## src/hdl/hac_pkg.sv

```systemverilog
// Package for the high-resolution artifact colour decoder.
// Holds the result type, colour codes and the per-pixel colour functions.
// Depends on nothing.
`timescale 1ns / 1ps

package hac_pkg;

    localparam int PIX_PER_BYTE = 7;
    localparam int QUEUE_DEPTH  = 3;
    localparam int COUNT_W      = $clog2(QUEUE_DEPTH + 1);

    localparam logic [1:0] COLOUR_BLACK = 2'd0;
    localparam logic [1:0] COLOUR_ONE   = 2'd1;
    localparam logic [1:0] COLOUR_TWO   = 2'd2;
    localparam logic [1:0] COLOUR_WHITE = 2'd3;

    typedef logic [PIX_PER_BYTE-1:0] byte_t;

    typedef struct packed {
        logic [PIX_PER_BYTE-1:0][1:0] colour;
        logic                         line_done;
    } result_t;

    // Colour of one pixel from its own bit, its neighbours and its column parity.
    function automatic logic [1:0] pixel_colour(input logic l, input logic m,
                                                input logic r, input logic even);
        logic [1:0] c;
        if (m)
        begin
            if (l | r)
            begin
                c = COLOUR_WHITE;
            end
            else
            begin
                c = even ? COLOUR_TWO : COLOUR_ONE;
            end
        end
        else if (l & r)
        begin
            c = even ? COLOUR_ONE : COLOUR_TWO;
        end
        else
        begin
            c = COLOUR_BLACK;
        end
        return c;
    endfunction

    // Colours a whole byte; the nine-bit window is left pixel, byte, right pixel.
    function automatic result_t emit_byte(input byte_t pix, input logic lft,
                                          input logic rgt, input logic odd,
                                          input logic done);
        logic [PIX_PER_BYTE+1:0] win;
        logic [$clog2(PIX_PER_BYTE)-1:0] p;
        result_t res;
        win = {rgt, pix, lft};
        for (int i = 0; i < PIX_PER_BYTE; i++)
        begin
            p = i[$clog2(PIX_PER_BYTE)-1:0];
            res.colour[i] = pixel_colour(win[i], win[i+1], win[i+2], ~(odd ^ p[0]));
        end
        res.line_done = done;
        return res;
    endfunction

endpackage

```

## src/hdl/hires_artifact_colour.sv

```systemverilog
// Top level of the high-resolution artifact colour decoder.
// Depends on hac_pkg for the result type and the colour functions.
`timescale 1ns / 1ps

//  Channel   Direction  Handshake                  Payload
//  byte      in         byte_valid / byte_stall    pixel_bits[6:0], line_end
//  colour    out        colour_valid / colour_stall colour_0..colour_6[1:0], line_done
//
// A byte is coloured when its right neighbour is accepted (a line's last byte when it is
// accepted) and its results go straight into a three-entry result queue, so one byte can
// be taken in every cycle while the queue holds at most one result. A byte normally gives
// one result, for the byte before it; the last byte of a line of two or more bytes gives
// two, and the input is then held off while the queue drains. A one-byte line gives one.
// Reset (rst_n low, asynchronous) empties the queue and returns to line start. The input
// is stalled while the queue holds more than one result; an output stall holds the head.

module hires_artifact_colour (
    input  logic       clk,
    input  logic       rst_n,
    input  logic       byte_valid,
    output logic       byte_stall,
    input  logic [6:0] pixel_bits,
    input  logic       line_end,
    output logic       colour_valid,
    input  logic       colour_stall,
    output logic [1:0] colour_0,
    output logic [1:0] colour_1,
    output logic [1:0] colour_2,
    output logic [1:0] colour_3,
    output logic [1:0] colour_4,
    output logic [1:0] colour_5,
    output logic [1:0] colour_6,
    output logic       line_done
);

    localparam int DEPTH = hac_pkg::QUEUE_DEPTH;
    localparam int CW    = hac_pkg::COUNT_W;

    // Line state: the byte waiting for its right neighbour and what lies to its left.
    hac_pkg::byte_t held_byte_reg, held_byte_next;
    logic           held_valid_reg, held_valid_next;
    logic           left_pixel_reg, left_pixel_next;
    logic           held_odd_reg, held_odd_next;

    // Result queue; entry 0 is the head that drives the output ports.
    hac_pkg::result_t queue_reg [DEPTH];
    hac_pkg::result_t queue_next [DEPTH];
    logic [CW-1:0]    count_reg, count_next;

    logic             in_accept;
    logic             out_pop;
    logic             lft_new;
    logic             odd_new;
    hac_pkg::result_t res_held;
    hac_pkg::result_t res_last;
    hac_pkg::result_t res_first;
    logic [CW-1:0]    base;
    logic [CW-1:0]    n_push;

    assign byte_stall   = (count_reg > CW'(1));
    assign in_accept    = byte_valid && !byte_stall;
    assign colour_valid = (count_reg != '0);
    assign out_pop      = colour_valid && !colour_stall;

    // Neighbour and parity for the new byte, should it close the line.
    assign lft_new = held_valid_reg ? held_byte_reg[hac_pkg::PIX_PER_BYTE-1] : 1'b0;
    assign odd_new = held_valid_reg ? ~held_odd_reg : 1'b0;

    always_comb
    begin
        res_held  = hac_pkg::emit_byte(held_byte_reg, left_pixel_reg, pixel_bits[0],
                                       held_odd_reg, 1'b0);
        res_last  = hac_pkg::emit_byte(pixel_bits, lft_new, 1'b0, odd_new, 1'b1);
        res_first = held_valid_reg ? res_held : res_last;
        n_push    = CW'(held_valid_reg) + CW'(line_end);
        base      = count_reg - CW'(out_pop);

        for (int i = 0; i < DEPTH; i++)
        begin
            if (out_pop && (i < DEPTH - 1))
            begin
                queue_next[i] = queue_reg[(i + 1) % DEPTH];
            end
            else
            begin
                queue_next[i] = queue_reg[i];
            end
            if (in_accept && (n_push != '0) && (CW'(i) == base))
            begin
                queue_next[i] = res_first;
            end
            if (in_accept && (n_push == CW'(2)) && (CW'(i) == base + CW'(1)))
            begin
                queue_next[i] = res_last;
            end
        end

        count_next = in_accept ? base + n_push : base;

        held_byte_next  = held_byte_reg;
        held_valid_next = held_valid_reg;
        left_pixel_next = left_pixel_reg;
        held_odd_next   = held_odd_reg;
        if (in_accept)
        begin
            if (line_end)
            begin
                // The line is finished: everything goes back to line start.
                held_byte_next  = '0;
                held_valid_next = 1'b0;
                left_pixel_next = 1'b0;
                held_odd_next   = 1'b0;
            end
            else
            begin
                held_byte_next  = pixel_bits;
                held_valid_next = 1'b1;
                left_pixel_next = lft_new;
                held_odd_next   = odd_new;
            end
        end
    end

    always_ff @(posedge clk or negedge rst_n)
    begin
        if (!rst_n)
        begin
            held_byte_reg  <= '0;
            held_valid_reg <= 1'b0;
            left_pixel_reg <= 1'b0;
            held_odd_reg   <= 1'b0;
            count_reg      <= '0;
        end
        else
        begin
            held_byte_reg  <= held_byte_next;
            held_valid_reg <= held_valid_next;
            left_pixel_reg <= left_pixel_next;
            held_odd_reg   <= held_odd_next;
            count_reg      <= count_next;
        end
    end

    // The queue entries are payload and need no reset.
    always_ff @(posedge clk)
    begin
        for (int i = 0; i < DEPTH; i++)
        begin
            queue_reg[i] <= queue_next[i];
        end
    end

    assign colour_0  = queue_reg[0].colour[0];
    assign colour_1  = queue_reg[0].colour[1];
    assign colour_2  = queue_reg[0].colour[2];
    assign colour_3  = queue_reg[0].colour[3];
    assign colour_4  = queue_reg[0].colour[4];
    assign colour_5  = queue_reg[0].colour[5];
    assign colour_6  = queue_reg[0].colour[6];
    assign line_done = queue_reg[0].line_done;

`ifndef SYNTHESIS
    // The queue can never overfill.
    a_count_bound: assert property (@(posedge clk) disable iff (!rst_n)
        count_reg <= CW'(DEPTH))
        else $error("result queue overfilled");

    // A line end always returns the block to line start.
    a_line_restart: assert property (@(posedge clk) disable iff (!rst_n)
        in_accept && line_end |=> !held_valid_reg && !held_odd_reg && !left_pixel_reg)
        else $error("line state not cleared after line end");

    // A byte that does not end its line is always held for the next one.
    a_held: assert property (@(posedge clk) disable iff (!rst_n)
        in_accept && !line_end |=> held_valid_reg)
        else $error("byte not held after request");

    // Two results from one request leave at least two entries queued.
    a_two_results: assert property (@(posedge clk) disable iff (!rst_n)
        in_accept && line_end && held_valid_reg |=> count_reg >= CW'(2))
        else $error("line end results lost");
`endif

endmodule
```

## config.mk

```make
export PLATFORM = sky130hd
export DESIGN_NAME = hires_artifact_colour
export DESIGN_NICKNAME = d
export VERILOG_FILES = /design/src/hdl/hac_pkg.sv /design/src/hdl/hires_artifact_colour.sv
export SDC_FILE = /design/constraint.sdc
export NUM_CORES = 1
export LEC_CHECK = 0
export BUFFER_PORTS_ARGS = -buffer_cell sky130_fd_sc_hd__buf_4
export CORE_MARGIN = 1.5
export CORE_UTILIZATION = 60
export CTS_CLUSTER_SIZE = 8
export DETAILED_ROUTE_END_ITERATION = 7
export PLACE_DENSITY_LB_ADDON = 0.25
export SLEW_MARGIN = 25
export SYNTH_ARGS = -nofsm -noshare
export SYNTH_HDL_FRONTEND = slang
export SYNTH_SLANG_ARGS = --single-unit
```

## constraint.sdc

```tcl
create_clock -name clk -period 5.9 [get_ports clk]
set_input_delay 0.59 -clock clk [delete_from_list [all_inputs] [get_ports clk]]
set_output_delay 0.59 -clock clk [all_outputs]
set_load 0.01 [all_outputs]
```

After elaboration in Yosys (flattened, before gate mapping)

Memory sizes are Yosys's and may differ from the RTL's.
Index checks and enable logic that the tools add are counted.

Bits in registers: 12
RAM bits: 45
Input port bits: 12
Output and inout port bits: 17
Logic and storage cells: 120
Memories: 1

Add/sub/neg operators: 4
$lt $le $gt $ge: 1
Eq/ne operators: 5
Multiplexer cells: 61
Bitwise operators: 27
Reductions and logical operators: 16

Memories:

| name      | words | width | read ports | clocked after memory_dff | wr ports | RTL line                    | source |
|---|---|---|---|---|---|---|---|
| queue_reg | 3     | 15    | 3          | 0                        | 3        | hires_artifact_colour.sv:46 | `hac_pkg::result_t queue_reg [DEPTH];` |

Operators by type and width:

| kind                                                                 | count |
|---|---|
| 15-bit two-way mux                                                   | 9 |
| 2-bit two-way mux                                                    | 46 |
| 1-bit AND                                                            | 13 |
| 1-bit bitwise OR                                                     | 13 |
| 1-bit logical AND                                                    | 10 |
| 7-bit two-way mux                                                    | 1 |
| 1-bit two-way mux                                                    | 5 |
| 1-bit by 2-bit equality test with 1-bit output, first input constant | 2 |
| 2-bit equality test, first input constant                            | 2 |
| 2-bit zero test                                                      | 2 |
| 2-bit nonzero test                                                   | 2 |
| 1-bit by 1-bit adder with 2-bit output                               | 1 |
| 2-bit by 1-bit adder with 2-bit output, second input constant        | 1 |
| 2-bit adder                                                          | 1 |
| 2-bit equality test, second input constant                           | 1 |
| 2-bit by 1-bit > comparator with 1-bit output, second input constant | 1 |
| 1-bit zero test                                                      | 2 |
| 2-bit by 1-bit subtractor with 2-bit output                          | 1 |
| 1-bit inverter                                                       | 1 |

Logic depth before layout (Yosys ltp)

Gate-level depths: netlist of run 1.

Depth in word-level cells: 8
Gate-level depth with buffers: 10
Depth with buffers taken out: 7

Worst setup path after synthesis of run 1

Ideal clock, no wire load.

Path type: reg-to-reg
Start point: register, netlist name count_reg[1]
End point: memory queue_reg[0][10] (netlist name) (enable)
Arrival time: 2076 ps
Required time: 5551 ps
Slack: 3476 ps
Stages on the path, launching flop included: 9
Clock period less this slack: 2424 ps
Cells stage by stage: dfrtp_1 o21bai_1 inv_1 ha_1 nor2b_1 buf_2 and2_4 nor2_2 nand2_1

RTL lines:

| what      | RTL line |
|---|---|
| to (decl) | hires_artifact_colour.sv:46 |

==> results of run 1 <==
==> worst max path at each step <==
stage | end | cells past startpoint
after global placement | queue_reg[0][36] | 5
after global routing | queue_reg[0][31] | 5
after CTS | queue_reg[0][35] | 5
after floorplan | queue_reg[0][10] | 8
final | queue_reg[0][35] | 5
after detailed placement | queue_reg[0][7] | 6
==> worst max-delay path, delay by kind of cell (launching register included) <==
kind          cells  cell delay, ns
fa+ha+maj         1            0.33
buf+inv           1            0.43
flops             1            0.98
simple gates      3            1.46
==> layout by cell type, fill, tap and decap left out, types with 2 or more instances in the layout <==
| master | instances |
|---|---|
| a211oi_1 | 4 |
| a21o_1 | 7 |
| a21oi_1 | 22 |
| a221o_1 | 5 |
| a22o_1 | 11 |
| a22oi_1 | 2 |
| and2_1 | 5 |
| and3_1 | 10 |
| buf_4 | 28 |
| bufinv_16 | 2 |
| clkbuf_8 | 9 |
| clkinv_1 | 2 |
| clkinv_2 | 2 |
| dfrtp_1 | 12 |
| dfxtp_1 | 3 |
| edfxtp_1 | 42 |
| ha_1 | 4 |
| inv_1 | 6 |
| maj3_1 | 2 |
| mux2_2 | 3 |
| mux2i_1 | 2 |
| nand2_1 | 36 |
| nand2_2 | 2 |
| nand2b_1 | 13 |
| nand3_1 | 4 |
| nand3b_1 | 2 |
| nor2_1 | 8 |
| nor2b_1 | 10 |
| nor3_1 | 3 |
| o211a_1 | 6 |
| o211ai_1 | 6 |
| o21a_1 | 14 |
| o21ai_0 | 54 |
| o21ai_1 | 6 |
| o221ai_1 | 4 |
| o22ai_1 | 10 |
| o2bb2ai_1 | 10 |
| o31ai_1 | 2 |
| xnor2_1 | 2 |
==> per-layer routing <==
metal,up-vias,GRT usage (%),part of all wire (%)
met4,0,10.7,2.1
li1,1450,-,-
met5,-,0,0
met2,199,45.6,44
met1,1501,45.4,43
met3,21,8.68,11
==> stage by stage <==
| step | hold slack [ns] | utilization, % | power (W) |
|---|---|---|---|
| after floorplan | 0.294 | - | 0.00136 |
| final | 0.0670 | 66.4 | 0.00195 |
| after CTS | 0.0701 | 66.4 | 0.00192 |
| after detailed placement | 0.434 | 62.9 | 0.00153 |
| after global placement | 0.432 | 62.9 | 0.00151 |
| after global routing | 0.0765 | 66.4 | 0.00206 |
==> logic make-up (layout without fill, tap and decap cells) <==
| group | count (synthesis) | in the layout | share of synthesized area, % |
|---|---|---|---|
| flops | 57 | 57 | 43.1 |
| fa+ha+maj | 7 | 7 | 2.16 |
| mux | 5 | 5 | 1.43 |
| compound gates | 171 | 171 | 30.1 |
| buf+inv | 55 | 50 | 8.42 |
| simple gates | 99 | 99 | 14.0 |
| xor+xnor | 3 | 3 | 0.699 |
==> Yosys cell counts (11+ instances only) <==
master,n,area share (%)
nand2_1,36,3.6
buf_2,19,2.5
nand2b_1,13,2.2
a21oi_1,22,2.9
o21ai_0,54,7.2
o21a_1,14,2.8
a22o_1,11,2.6
dfrtp_1,12,8.0
edfxtp_1,42,34
buf_4,19,3.8
==> power breakdown <==
part / internal (W) / switching (W) / total [W]
combinational: 0.000315 / 0.000470 / 0.000785
sequential: 0.000598 / 0.000161 / 0.000759
clock: 0.000233 / 0.000170 / 0.000403
total: 0.00115 / 0.000801 / 0.00195
==> area by class of cell <==
cell class	count	area [µm²]	share of cell area, %
sequential	57	1620	40.7
inverter	6	22.5	0.566
timing repair buffer	28	210	5.28
tap	75	93.8	2.36
clock buffer	9	124	3.11
clock inverter	7	85.1	2.14
multi-input combinational	285	1820	45.8
==> results.toml, run 1 <==
[cells_and_area]
layout.nets = 403
diodes = 0
final_cells = 467
area_delta_synth_final_pct = 5.82
design_area_mm2 = 0.00398
n_fill_cell = 476
drive_gt1_share_pct = 14.0
largest_reg_flops = 45

[detailed_routing]
drc = 0
first_iter_violations = 376
routed_wl_um = 9770
drt_pre_antenna_iters = 5
postRouteAntennaNets = 0
detail_route.wl_per_cell_um = 20.9
via_per_inst = 6.79
vias = 3171

[pwr]
p_leak_nw = 1.60
vdd_drop_max_mv = 0.366
p_per_area_mw_per_mm2 = 489

[place]
gp_congestion = 0.946
io_buffers = 28
placed_cell_area_mm2 = 0.00377
dpl.hpwl_um = 6820
post-place-ws_ns = 2.41
placedCellCount = 451

[grt]
grt_max_degree = 36
antenna_found_initial = 0
grt_first_pass_wirelength_um = 15400
grtUsageTotal_pct = 31.5
grt_overflow = 0
grt_pass1_vias = 2846

[clocking]
clk_pin_slew_ns = 0.07
cts_hold_buf = 0
cts-resized-gates = 0
cts_buffers = 9
cts_sinks = 57
cts_tree = "yes"
htree_levels = 3
cts-root-buf = "clkbuf_8"
cts_setup_buffers = 0
cts_buffer_depth = 2
insertion_delay_ns = 0.34

[critical_path]
r2r_slack_ns = 2.33
worstRegToRegCells = 5
required_ns = 5.88
path_class = "flip-flop to flip-flop"
startpoint = "held_valid_reg"
critPathArrivalTime_ns = 3.55
crit_fanout = 35
cp-end-kind = "flip-flop"
r2r_start = "held_valid_reg"
r2r_end = "queue_reg[0][35]"
slowest_stage = "dfrtp_1"
cpPeakStageDelay_ns = 0.98
crit_path_cell_trace = "inv_1 -> ha_1 -> nor2b_1 -> nand3_1 -> nand2_1"
startpoint_type = "flip-flop"

[yosys]
synth_edf_count = 42
ys_ff_latch = 57
postSynthCellCount = 397
postSynth.asyncResetShare_pct = 21.1
synth_nets = 413
synth_flop_cell = "edfxtp_1"
syn_area_per_cell_um2 = 9.47
yosysSeqAreaShare_pct = 43.1
synth_area_mm2 = 0.00376
synth.distinct_cells = 54
yosys_warnings = 0

[die]
die_w_um = 82.2
start_util_pct = 62.8
pin_count = 29
core_mm2 = 0.00599
fp.dieH_um = 82.2
rows = 28
die_area_mm2 = 0.00675

[min_path]
hold_class = "input pin to async pin"

[timing]
skew_ns = 0.00799
setup_viol = 0
fin_crit_sh_pct = 60.5
finalMaxSlewViolations = 0
period_needed_ns = 3.57
final-hold-violation-count = 0
worst_pin_slew_ns = 0.971
timing.fmax_mhz = 280
finalSetupTns_ns = 0
slew_headroom_pct = 35.2
setup_ws_ns = 2.33
rsz0062_at_grt = "false"

[outcome]
status = "complete, no violations"

[job]
maxCapViolCount = 0
No activity file was read; power rests on OpenSTA's default activity.
==> inputs of run 2 (changes only) <==
==> constraint.sdc (replaced) <==
create_clock -name clk -period 3.4 [get_ports clk]
set_input_delay 0.34 -clock clk [delete_from_list [all_inputs] [get_ports clk]]
set_output_delay 0.34 -clock clk [all_outputs]
set_load 0.01 [all_outputs]
==> run 2 against run 1 <==
  * Die area unchanged
  * Register-to-register slack got worse by 1.9 ns
  * Worst setup slack got worse by 1.9 ns
  * Wire length increased by 6.4%
  * Sequential power increased by 69%
  * Combinational power increased by 90%
  * Critical path type unchanged
  * Largest power group unchanged
==> results.toml, run 2 (same netlist as run 1, synthesis figures left out) <==
[outcome]
status = "complete, no violations"

[place]
gp_congestion = 0.936
post-place-ws_ns = 0.551
io_buffers = 28
dpl.hpwl_um = 6950
placedCellCount = 461

[critical_path]
slowest_stage = "and2_1"
r2r_slack_ns = 0.47
required_ns = 3.50
r2r_end = "queue_reg[0][21]"
cpPeakStageDelay_ns = 0.53
cp-end-kind = "flip-flop"
path_class = "flip-flop to flip-flop"
critPathArrivalTime_ns = 3.03
crit_fanout = 14
crit_path_cell_trace = "o21bai_1 -> inv_1 -> ha_1 -> nor3b_4 -> and2_1 -> buf_4 -> o211a_1 -> o2bb2ai_1"
worstRegToRegCells = 8
worst-path-buf-inv = 2
startpoint_type = "flip-flop"
r2r_start = "count_reg[1]"
path_delay_family = "simple AND/OR/NAND/NOR gates"

[clocking]
cts-root-buf = "clkbuf_8"
cts_sinks = 57
cts-resized-gates = 0
clk_pin_slew_ns = 0.07
insertion_delay_ns = 0.35
htree_levels = 3
cts_buffer_depth = 2
cts_buffers = 9
cts_tree = "yes"

[cells_and_area]
utilization_pct = 68.4
diodes = 0
largest_reg_flops = 45
final_cells = 478
drive_gt1_share_pct = 16.6
layout_common_cells = "o21ai_0 (54), edfxtp_1 (42), buf_4 (38)"
area_delta_synth_final_pct = 8.98
layout.nets = 414
layout_commonest_cell = "o21ai_0"
n_fill_cell = 486

[detailed_routing]
routed_wl_um = 10400
via_per_inst = 6.79
postRouteAntennaNets = 0
vias = 3244
detail_route.wl_per_cell_um = 21.7
drc = 0
first_iter_violations = 515
drt_pre_antenna_iters = 5

[timing]
fin_crit_sh_pct = 86.2
worst_pin_slew_ns = 0.938
setup_viol = 0
final-hold-violation-count = 0
slew_headroom_pct = 37.5
finalMaxSlewViolations = 0
rsz0062_at_grt = "false"
setup_ws_ns = 0.470
period_needed_ns = 2.93
fin_hold_ws_ns = 0.229
skew_ns = 0.00959
timing.fmax_mhz = 341
finalSetupTns_ns = 0

[grt]
grtUsageTotal_pct = 33.8
antenna_found_initial = 0
grt_first_pass_wirelength_um = 16300
grt_max_degree = 35
grt_pass1_vias = 3054
grt_overflow = 0
grt_use_met2_pct = 51.5
gr-usage-met1_pct = 44.9
top_usage_layer = "met2"
grtUsageMet3_pct = 9.34

[min_path]
hold_depth = 2
hp-start = "line_end"
hold_class = "input pin to flip-flop"
hold-path-endpoint = "held_byte_reg[3]"

[pwr]
power_frac_clock_pct = 22.4
vdd_drop_max_mv = 0.916
p_sw_share_pct = 40.3
pwr-share-seq_pct = 35.9
p_int_w = 0.00213
p_leak_nw = 1.67
p_per_area_mw_per_mm2 = 869
p_sw_w = 0.00144
power_frac_comb_pct = 41.7

[die]
core_mm2 = 0.00599
pin_count = 29
rows = 28
fp.dieH_um = 82.2
die_area_mm2 = 0.00675
start_util_pct = 62.8
die_w_um = 82.2

[job]
maxCapViolCount = 0
## run 2: cell count changes in the layout (fill, tap and decap cells not counted)
cell,before,now
buf_4,28,38
dlygate4sd3_1,0,1
clkinv_2,2,3
clkinv_1,2,0
bufinv_16,2,3
clkinvlp_4,1,0
clkbuf_8,9,10
## run 2: how the worst max path moves through the flow
| stage | startpoint | endpoint | slack, ns | cells past startpoint |
|---|---|---|---|---|
| after CTS | count_reg[1] | queue_reg[0][21] | 0.53 | 8 |
| after global routing | count_reg[1] | queue_reg[0][25] | 0.31 | 8 |
| final | count_reg[1] | queue_reg[0][21] | 0.47 | 8 |
| after global placement | count_reg[1] | queue_reg[0][25] | 0.66 | 8 |
| after detailed placement | count_reg[1] | queue_reg[0][25] | 0.55 | 8 |
| after floorplan | count_reg[1] | queue_reg[0][10] | 0.98 | 8 |
## run 2: power groups by stage
stage               Clock [W]  Combinational (W)  Sequential [W]
floorplan                   0            0.00123         0.00113
global route         0.000828            0.00161         0.00131
global placement            0            0.00142         0.00126
CTS                  0.000800            0.00146         0.00127
finish               0.000798            0.00149         0.00128
detailed placement          0            0.00145         0.00128
## run 2: layout make-up
class / instances / area, µm² / share of cell area (%)
clock buffers: 10 / 138 / 3.36
inverters: 6 / 22.5 / 0.549
multi-input cells: 285 / 1820 / 44.5
well taps: 75 / 93.8 / 2.29
flip-flops and latches: 57 / 1620 / 39.6
clock inverters: 6 / 105 / 2.56
repair buffers: 39 / 295 / 7.20
## run 2: what timing repair did
item / 4_1_cts / 5_1_grt
buffers inserted: 0 / 0
hold endpoints to repair: 12 / 0
endpoints found under the setup margin: 0 / 0
hold buffers: 1 / 0
## run 2: layer usage
metal	vias up	routed length [µm]
met2	223	4740
met3	36	1110
met1	1514	4250
met4	0	287
li1	1471	-
met5	-	0
## run 2: per-stage QoR
step	area, µm²	total power (W)
final	4100	0.00356
after global routing	4100	0.00375
after CTS	4100	0.00353
after detailed placement	3850	0.00273
after global placement	3850	0.00268
after floorplan	3760	0.00236
